===== src/rtl/dwh_pkg.sv =====
// Shared constants, types, microcode table and modular helpers for the DNA word hash set.
package dwh_pkg;

  localparam int TABLE_SIZE  = 4093;
  localparam int MAX_SYMBOLS = 12;
  localparam int SLOT_W      = 12;
  localparam int KEY_W       = 28;
  localparam int CNT_W       = 4;
  localparam int SYM_W       = 36;
  localparam int STATUS_W    = 3;
  localparam int STEP_W      = 3;
  localparam int COND_W      = 2;
  localparam int TX_W        = SLOT_W + 3;

  localparam logic [SLOT_W-1:0] SIZE_S    = SLOT_W'(TABLE_SIZE);
  localparam logic [SLOT_W-1:0] SIZE_M1   = SLOT_W'(TABLE_SIZE - 1);
  localparam logic [SLOT_W-1:0] LAST_SLOT = SLOT_W'(TABLE_SIZE - 1);
  localparam logic [SLOT_W:0]   SIZE_X    = (SLOT_W + 1)'(TABLE_SIZE);
  localparam logic [CNT_W-1:0]  MAX_CNT   = CNT_W'(MAX_SYMBOLS);

  localparam logic [STATUS_W-1:0] ST_INSERTED = 3'd0;
  localparam logic [STATUS_W-1:0] ST_PRESENT  = 3'd1;
  localparam logic [STATUS_W-1:0] ST_FOUND    = 3'd2;
  localparam logic [STATUS_W-1:0] ST_MISSING  = 3'd3;
  localparam logic [STATUS_W-1:0] ST_FULL     = 3'd4;

  localparam logic OP_INSERT = 1'b0;
  localparam logic OP_FIND   = 1'b1;

  localparam logic [STEP_W-1:0] STEP_CLEAR = 3'd0;
  localparam logic [STEP_W-1:0] STEP_WAIT  = 3'd1;
  localparam logic [STEP_W-1:0] STEP_HASH  = 3'd2;
  localparam logic [STEP_W-1:0] STEP_SETUP = 3'd3;
  localparam logic [STEP_W-1:0] STEP_PROBE = 3'd4;

  localparam logic [COND_W-1:0] COND_ALWAYS   = 2'd0;
  localparam logic [COND_W-1:0] COND_CLR_DONE = 2'd1;
  localparam logic [COND_W-1:0] COND_IN_ACC   = 2'd2;
  localparam logic [COND_W-1:0] COND_DONE     = 2'd3;

  typedef struct packed {
    logic              accept;
    logic              hash;
    logic              setup;
    logic              probe;
    logic              clear;
    logic [COND_W-1:0] cond;
    logic              loop;
    logic [STEP_W-1:0] target;
  } ctrl_t;

  typedef struct packed {
    logic clr_done;
    logic in_acc;
    logic sym_done;
    logic probe_end;
  } flags_t;

  function automatic ctrl_t ucode(input logic [STEP_W-1:0] step);
    ctrl_t w;
    w = '0;
    case (step)
      STEP_CLEAR: begin
        w.clear = 1'b1; w.cond = COND_CLR_DONE; w.loop = 1'b1; w.target = STEP_WAIT;
      end
      STEP_WAIT: begin
        w.accept = 1'b1; w.cond = COND_IN_ACC; w.loop = 1'b1; w.target = STEP_HASH;
      end
      STEP_HASH: begin
        w.hash = 1'b1; w.cond = COND_DONE; w.loop = 1'b1; w.target = STEP_SETUP;
      end
      STEP_SETUP: begin
        w.setup = 1'b1; w.cond = COND_ALWAYS; w.loop = 1'b0; w.target = STEP_PROBE;
      end
      STEP_PROBE: begin
        w.probe = 1'b1; w.cond = COND_DONE; w.loop = 1'b1; w.target = STEP_WAIT;
      end
      default: begin
        w.cond = COND_ALWAYS; w.target = STEP_WAIT;
      end
    endcase
    return w;
  endfunction

  // Returns (r * 5 + code) mod m for r below m.
  function automatic logic [SLOT_W-1:0] mod5_step(input logic [SLOT_W-1:0] r,
                                                  input logic [2:0] code,
                                                  input logic [SLOT_W-1:0] m);
    logic [TX_W-1:0] t;
    logic [TX_W-1:0] m1;
    logic [TX_W-1:0] m2;
    logic [TX_W-1:0] m3;
    logic [TX_W-1:0] m4;
    logic [TX_W-1:0] sub;
    t   = TX_W'({r, 2'b00}) + TX_W'(r) + TX_W'(code);
    m1  = TX_W'(m);
    m2  = {m1[TX_W-2:0], 1'b0};
    m3  = m2 + m1;
    m4  = {m1[TX_W-3:0], 2'b00};
    if (t >= m4) begin
      sub = m4;
    end else if (t >= m3) begin
      sub = m3;
    end else if (t >= m2) begin
      sub = m2;
    end else if (t >= m1) begin
      sub = m1;
    end else begin
      sub = '0;
    end
    t = t - sub;
    return t[SLOT_W-1:0];
  endfunction

endpackage


===== src/rtl/dwh_seq.sv =====
// Microcode sequencer: step counter, control store and conditional jumps.
module dwh_seq
  import dwh_pkg::*;
(
  input  logic   clk,
  input  logic   rst,
  input  flags_t flags,
  output ctrl_t  ctrl
);

  logic [STEP_W-1:0] step;
  logic [STEP_W-1:0] step_next;
  logic              taken;

  assign ctrl = ucode(step);

  always_comb begin
    case (ctrl.cond)
      COND_ALWAYS:   taken = 1'b1;
      COND_CLR_DONE: taken = flags.clr_done;
      COND_IN_ACC:   taken = flags.in_acc;
      COND_DONE:     taken = ctrl.probe ? flags.probe_end : flags.sym_done;
      default:       taken = 1'b1;
    endcase
    if (taken) begin
      step_next = ctrl.target;
    end else if (ctrl.loop) begin
      step_next = step;
    end else begin
      step_next = step + STEP_W'(1);
    end
  end

  always_ff @(posedge clk) begin
    if (rst) begin
      step <= STEP_CLEAR;
    end else begin
      step <= step_next;
    end
  end

endmodule


===== config.mk =====
export PLATFORM = sky130hd
export DESIGN_NAME = dwh_seq
export DESIGN_NICKNAME = d
export VERILOG_FILES = /design/src/rtl/dwh_pkg.sv /design/src/rtl/dwh_seq.sv
export SDC_FILE = /design/constraint.sdc
export NUM_CORES = 1
export LEC_CHECK = 0
export BUFFER_PORTS_ARGS = -buffer_cell sky130_fd_sc_hd__buf_4
export CORE_AREA = 2 2 39 41
export DETAILED_ROUTE_END_ITERATION = 8
export DIE_AREA = 0 0 41 43
export PLACE_DENSITY_LB_ADDON = 0.25
export SKIP_CTS_REPAIR_TIMING = 1
export SLEW_MARGIN = 20
export SYNTH_ARGS = -nofsm -noshare
export SYNTH_HDL_FRONTEND = slang
export SYNTH_SLANG_ARGS = --single-unit

===== constraint.sdc =====
create_clock -name clk -period 2 [get_ports clk]
set_clock_uncertainty 0.05 [all_clocks]
set_input_delay 0.2 -clock clk [delete_from_list [all_inputs] [get_ports clk]]
set_output_delay 0.2 -clock clk [all_outputs]
set_load 0.02 [all_outputs]

* Word level (Yosys, flattened, before mapping)
Cells that the tools add are included.
Word-level totals: bits in registers 3, output and inout bits 11
Cells by class: add/sub/neg operators 1, equality and inequality tests 8, multiplexer cells 12, reduce and logical (&&, ||, !) cells 4
Operators by type and width (count):
- $pmux W3 S3 | 1
- $mux W1 | 7
- $eq A3 B2 Y1 const B | 2
- $mux W3 | 2
- $pmux W2 S3 | 1
- $eq A2 B2 Y1 const B | 2
- $pmux W1 S4 | 1
- $reduce_or A4 Y1 | 1
- $add A3 B1 Y3 const B | 1
- $eq A3 B1 Y1 const B | 1
- $eq A3 B3 Y1 const B | 1
- $logic_not A3 Y1 | 1
- $eq A2 B1 Y1 const B | 1
- $logic_not A2 Y1 | 1
- $ne A2 B1 Y1 const B | 1
- $reduce_or A2 Y1 | 1

* Longest topological paths before layout
word-level depth 6, mapped depth 8

* Worst setup path before layout
Ideal clock, no wire load.
path kind register to register, start reg step[0], end reg step[0], setup time 0.070 ns, data arrival time 1.936 ns, path slack -0.056 ns, cell stages (with the launch flop) 8, path buffers 0, path through dfxtp_1 > inv_1 > ha_1 > or4_4 > nor3b_2 > nor2_1 > or3_1 > a21oi_1
Between the ends: longest elaborated chain between the ends 6
Ends and longest elaborated chain:
- start: declaration | line dwh_seq.sv:11 | logic [STEP_W-1:0] step;
- start signal: assignment | line dwh_seq.sv:38 | step <= step_next;
- $eq A3 B3 Y1 or $eq A3 B2 Y1 (tied branches) | line dwh_pkg.sv:62 | case (step)
- $reduce_or A2 Y1 (no source line)
- $pmux W2 S3 | line dwh_pkg.sv:62
- $eq A2 B2 Y1, or another cell as far along | line dwh_seq.sv:18 | case (ctrl.cond)
- $pmux W1 S4 | line dwh_seq.sv:18
- $ne A2 B1 Y1 (no source line) or $mux W3 (tied branches)
Several ways; a longest one is shown, not always the timed one. The select of a mux whose other input is x is not followed. A chain may end at the register's enable or synchronous reset.

* Final worst setup path
Ends and elaborated chain as after synthesis.

==> qor.json <==
{
  "yosys": {
    "synth_top_family_by_area": "simple AND/OR/NAND/NOR gates",
    "ys_seq_elements": 3,
    "syn_inst": 53,
    "post_synth_and_or_nand_nor_area_fraction_pct": 36.7,
    "synthXorXnorAreaFrac_pct": 2.12,
    "synth-compound-area-share_pct": 17.6,
    "synth_enable_flop_cells": 0,
    "syn_nets": 65,
    "synth_largest_area_cell": "sky130_fd_sc_hd__ha_1",
    "ys_dominant_reg_cell": "sky130_fd_sc_hd__dfxtp_1",
    "yosys.cell_count.top_type": "sky130_fd_sc_hd__ha_1",
    "post_synth.cell_area_avg_sq_um": 7.79,
    "synth.lib_cells_used.distinct": 28,
    "synth_area_leaders": "sky130_fd_sc_hd__ha_1, sky130_fd_sc_hd__dfxtp_1, sky130_fd_sc_hd__nor2b_1, sky130_fd_sc_hd__o21ba_2, sky130_fd_sc_hd__nor2_1",
    "synth_commonest_cells": "sky130_fd_sc_hd__ha_1, sky130_fd_sc_hd__nor2_1, sky130_fd_sc_hd__inv_1, sky130_fd_sc_hd__nor2b_1",
    "synth_warnings": 0,
    "yosys-mux-area-fraction_pct": 5.15,
    "synth.cell_area_sq_um": 413,
    "synth-async-reset-ratio_pct": 0,
    "yosys.area_share.adder_pct": 18.2,
    "synth.top_cell.area_share_pct": 18.2,
    "synth_sequential_area_ratio_pct": 14.5
  },
  "global_route": {
    "antenna_found_initial": 0,
    "grt_use_total_pct": 15.3,
    "maximum_number_of_pins_on_one_net_before_global_route_repair": 15,
    "first_pass_grt_wire_length_um": 1740,
    "grt_pass1_vias": 420,
    "sum_of_overflow_across_all_layers_after_global_routing": 0
  },
  "sta": {
    "timing.final.ws_setup_ns": 0.00899,
    "worstMarginPinSlew_ns": 0.451,
    "timing.slew.headroom_pct": 69.7,
    "timing.final.crit_period_ns": 1.99,
    "finalHoldViolCount": 0,
    "rsz0062_at_grt": "yes",
    "report.final.setup_viol": 0,
    "final.setup.tns_ns": 0,
    "timing_max_transition_violations_final": 0,
    "timing_limited_maximum_frequency_mhz": 502,
    "finalCritPeriodShare_pct": 99.6
  },
  "clock_tree": {
    "clock_tree_from_tritoncts": "built",
    "path_clk_slew_ns": 0.03,
    "tritoncts.num_buffers": 3,
    "cts.sink_count": 3,
    "cts-root-to-sink-buffers": 2,
    "clock_tree.htree_level_count": 1,
    "clock-root-buffer": "sky130_fd_sc_hd__clkbuf_4",
    "worst_skew_pair.late_latency_ns": 0.24
  },
  "setup_path": {
    "crit_path_max_incr_delay_ns": 0.52,
    "worstPathMaxFanout": 4,
    "worst_setup_path_end_kind": "flip-flop",
    "crit_type": "flip-flop to flip-flop",
    "worst_setup_path_start_kind": "flip-flop",
    "critical_path.n_buffers_inverters": 1,
    "timing.critical_path.arrival_ns": 2.10,
    "critical_path.slowest_cell": "sky130_fd_sc_hd__or4_4",
    "critPathRequiredTime_ns": 2.11,
    "crit_family": "simple AND/OR/NAND/NOR gates",
    "critical_path.cell_chain": "buf_6 -> ha_4 -> or4_4 -> nor3b_4 -> nor2_4 -> or3_4 -> a21oi_2"
  },
  "final_layout": {
    "multi_input_comb_area_sq_um": 403,
    "layout.cells.non_filler": 99,
    "n_antenna_cell": 0,
    "largest_registers": "step (3)",
    "seq_area_sq_um": 65.1,
    "nets": 96,
    "filler_cell_count": 143,
    "area.growth.synth_to_final_pct": 80.0,
    "utilization_pct": 53.7,
    "largest_reg_flops": 3,
    "layout-drive-gt1-share_pct": 59.0,
    "largest_register": "step"
  },
  "placement": {
    "hpwl_um": 866,
    "dpl_ws_ns": -0.0697,
    "place_inst": 94,
    "finalWeightedCongestion": 0.763,
    "io_buffer_count": 16
  },
  "floorplanning": {
    "die_width_um": 41,
    "placement_rows": 14,
    "placeableCoreArea_sq_um": 1380,
    "fp.dieArea_sq_um": 1760,
    "fp.dieH_um": 43,
    "initial_utilization_pct": 29.8,
    "floorplan.io_pins": 17
  },
  "run_status": {
    "status": "complete, no violations"
  },
  "drt": {
    "avgRoutedWirePerCell_um": 11.9,
    "detailedRoute.firstIterationViolations": 2,
    "met2RoutedLength_um": 592,
    "drt-met1-wl_um": 515,
    "remaining_drc_errors": 0,
    "met3_routed_wl_um": 62,
    "highest-signal-layer": "met4",
    "routed_via_density": 4.69,
    "firstDrtPassIters": 3,
    "drtAntennaViolNets": 0,
    "detail_route.wirelength_um": 1180,
    "detailroute.via_count": 464
  },
  "pwr": {
    "maximum_vdd_drop_uv": 637,
    "power.static_leakage_nw": 0.331,
    "power.density_nw_per_um2": 1860
  },
  "hold_path": {
    "hp-class": "input pin to flip-flop"
  },
  "flow_run": {
    "cap_violations": 0
  }
}
==> cell type report <==
cell class / count / area share (%)
clock buffer: 4 / 3.54
inverter: 4 / 2.02
multi-input combinational: 44 / 54.2
sequential: 3 / 8.75
tap: 16 / 2.69
timing repair buffer: 28 / 28.8
==> final timing paths <==
path | cells after the start | endpoint | slack (ns) | from
worst max-delay path | 7 | step[0]$_SDFFE_PP0P_ | 0.009 | step[0]$_SDFFE_PP0P_
worst min-delay path | 2 | step[0]$_SDFFE_PP0P_ | 0.09 | rst
worst max register to register | 7 | step[0]$_SDFFE_PP0P_ | 0.009 | step[0]$_SDFFE_PP0P_
worst min register to register | 3 | step[1]$_SDFFE_PP0P_ | 0.62 | step[1]$_SDFFE_PP0P_
==> power by group <==
part           internal [mW]  leakage [nW]  switching, mW
clock network         0.0748        0.0150         0.0321
logic                  0.573         0.290          0.592
registers             0.0892        0.0257         0.0219
total                  0.737         0.331          0.646
==> kinds of logic after synthesis <==
logic type                 after synthesis
AOI/OAI and AO/OA                       11
xor gates and xnor gates                 1
adders and majority gates                6
buffers and inverters                    6
DFF                                      3
muxes                                    2
and+or+nand+nor                         24
==> through the flow <==
step	instance area [sq um]	power, mW	hold WS, ns
after CTS	668	1.24	0.0956
after global routing	743	1.50	0.0918
after floorplan	428	0.740	0.219
final	743	1.38	0.0939
after global placement	642	1.13	0.343
after detailed placement	642	1.12	0.344
==> placed cells by master, fill, tap and decap left out, drive strengths merged, types with 2 or more instances in the layout <==
cell and count:
a21oi 3, inv 4, nor3 3, o22ai 2
or3 2, dfxtp 3, buf 28, clkbuf 4
nor2b 4, nor3b 3, o21ai 2, ha 6
o21ba 2, nor4 2, nor2 5
==> metal layers <==
layer  GRT usage (%)  up-vias
li1                -      246
met1            19.0      203
met2            20.6       13
met4            8.00        0
met3            7.85        2
met5               0        -
==> worst register-to-register path, cell delays in order, from the launching register on <==
cell and delay, ns:
sky130_fd_sc_hd__dfxtp_2 0.32, sky130_fd_sc_hd__buf_6 0.12, sky130_fd_sc_hd__ha_4 0.15, sky130_fd_sc_hd__or4_4 0.52, sky130_fd_sc_hd__nor3b_4 0.25, sky130_fd_sc_hd__nor2_4 0.07
sky130_fd_sc_hd__or3_4 0.33, sky130_fd_sc_hd__a21oi_2 0.12
No activity file was read; power rests on OpenSTA's default activity.
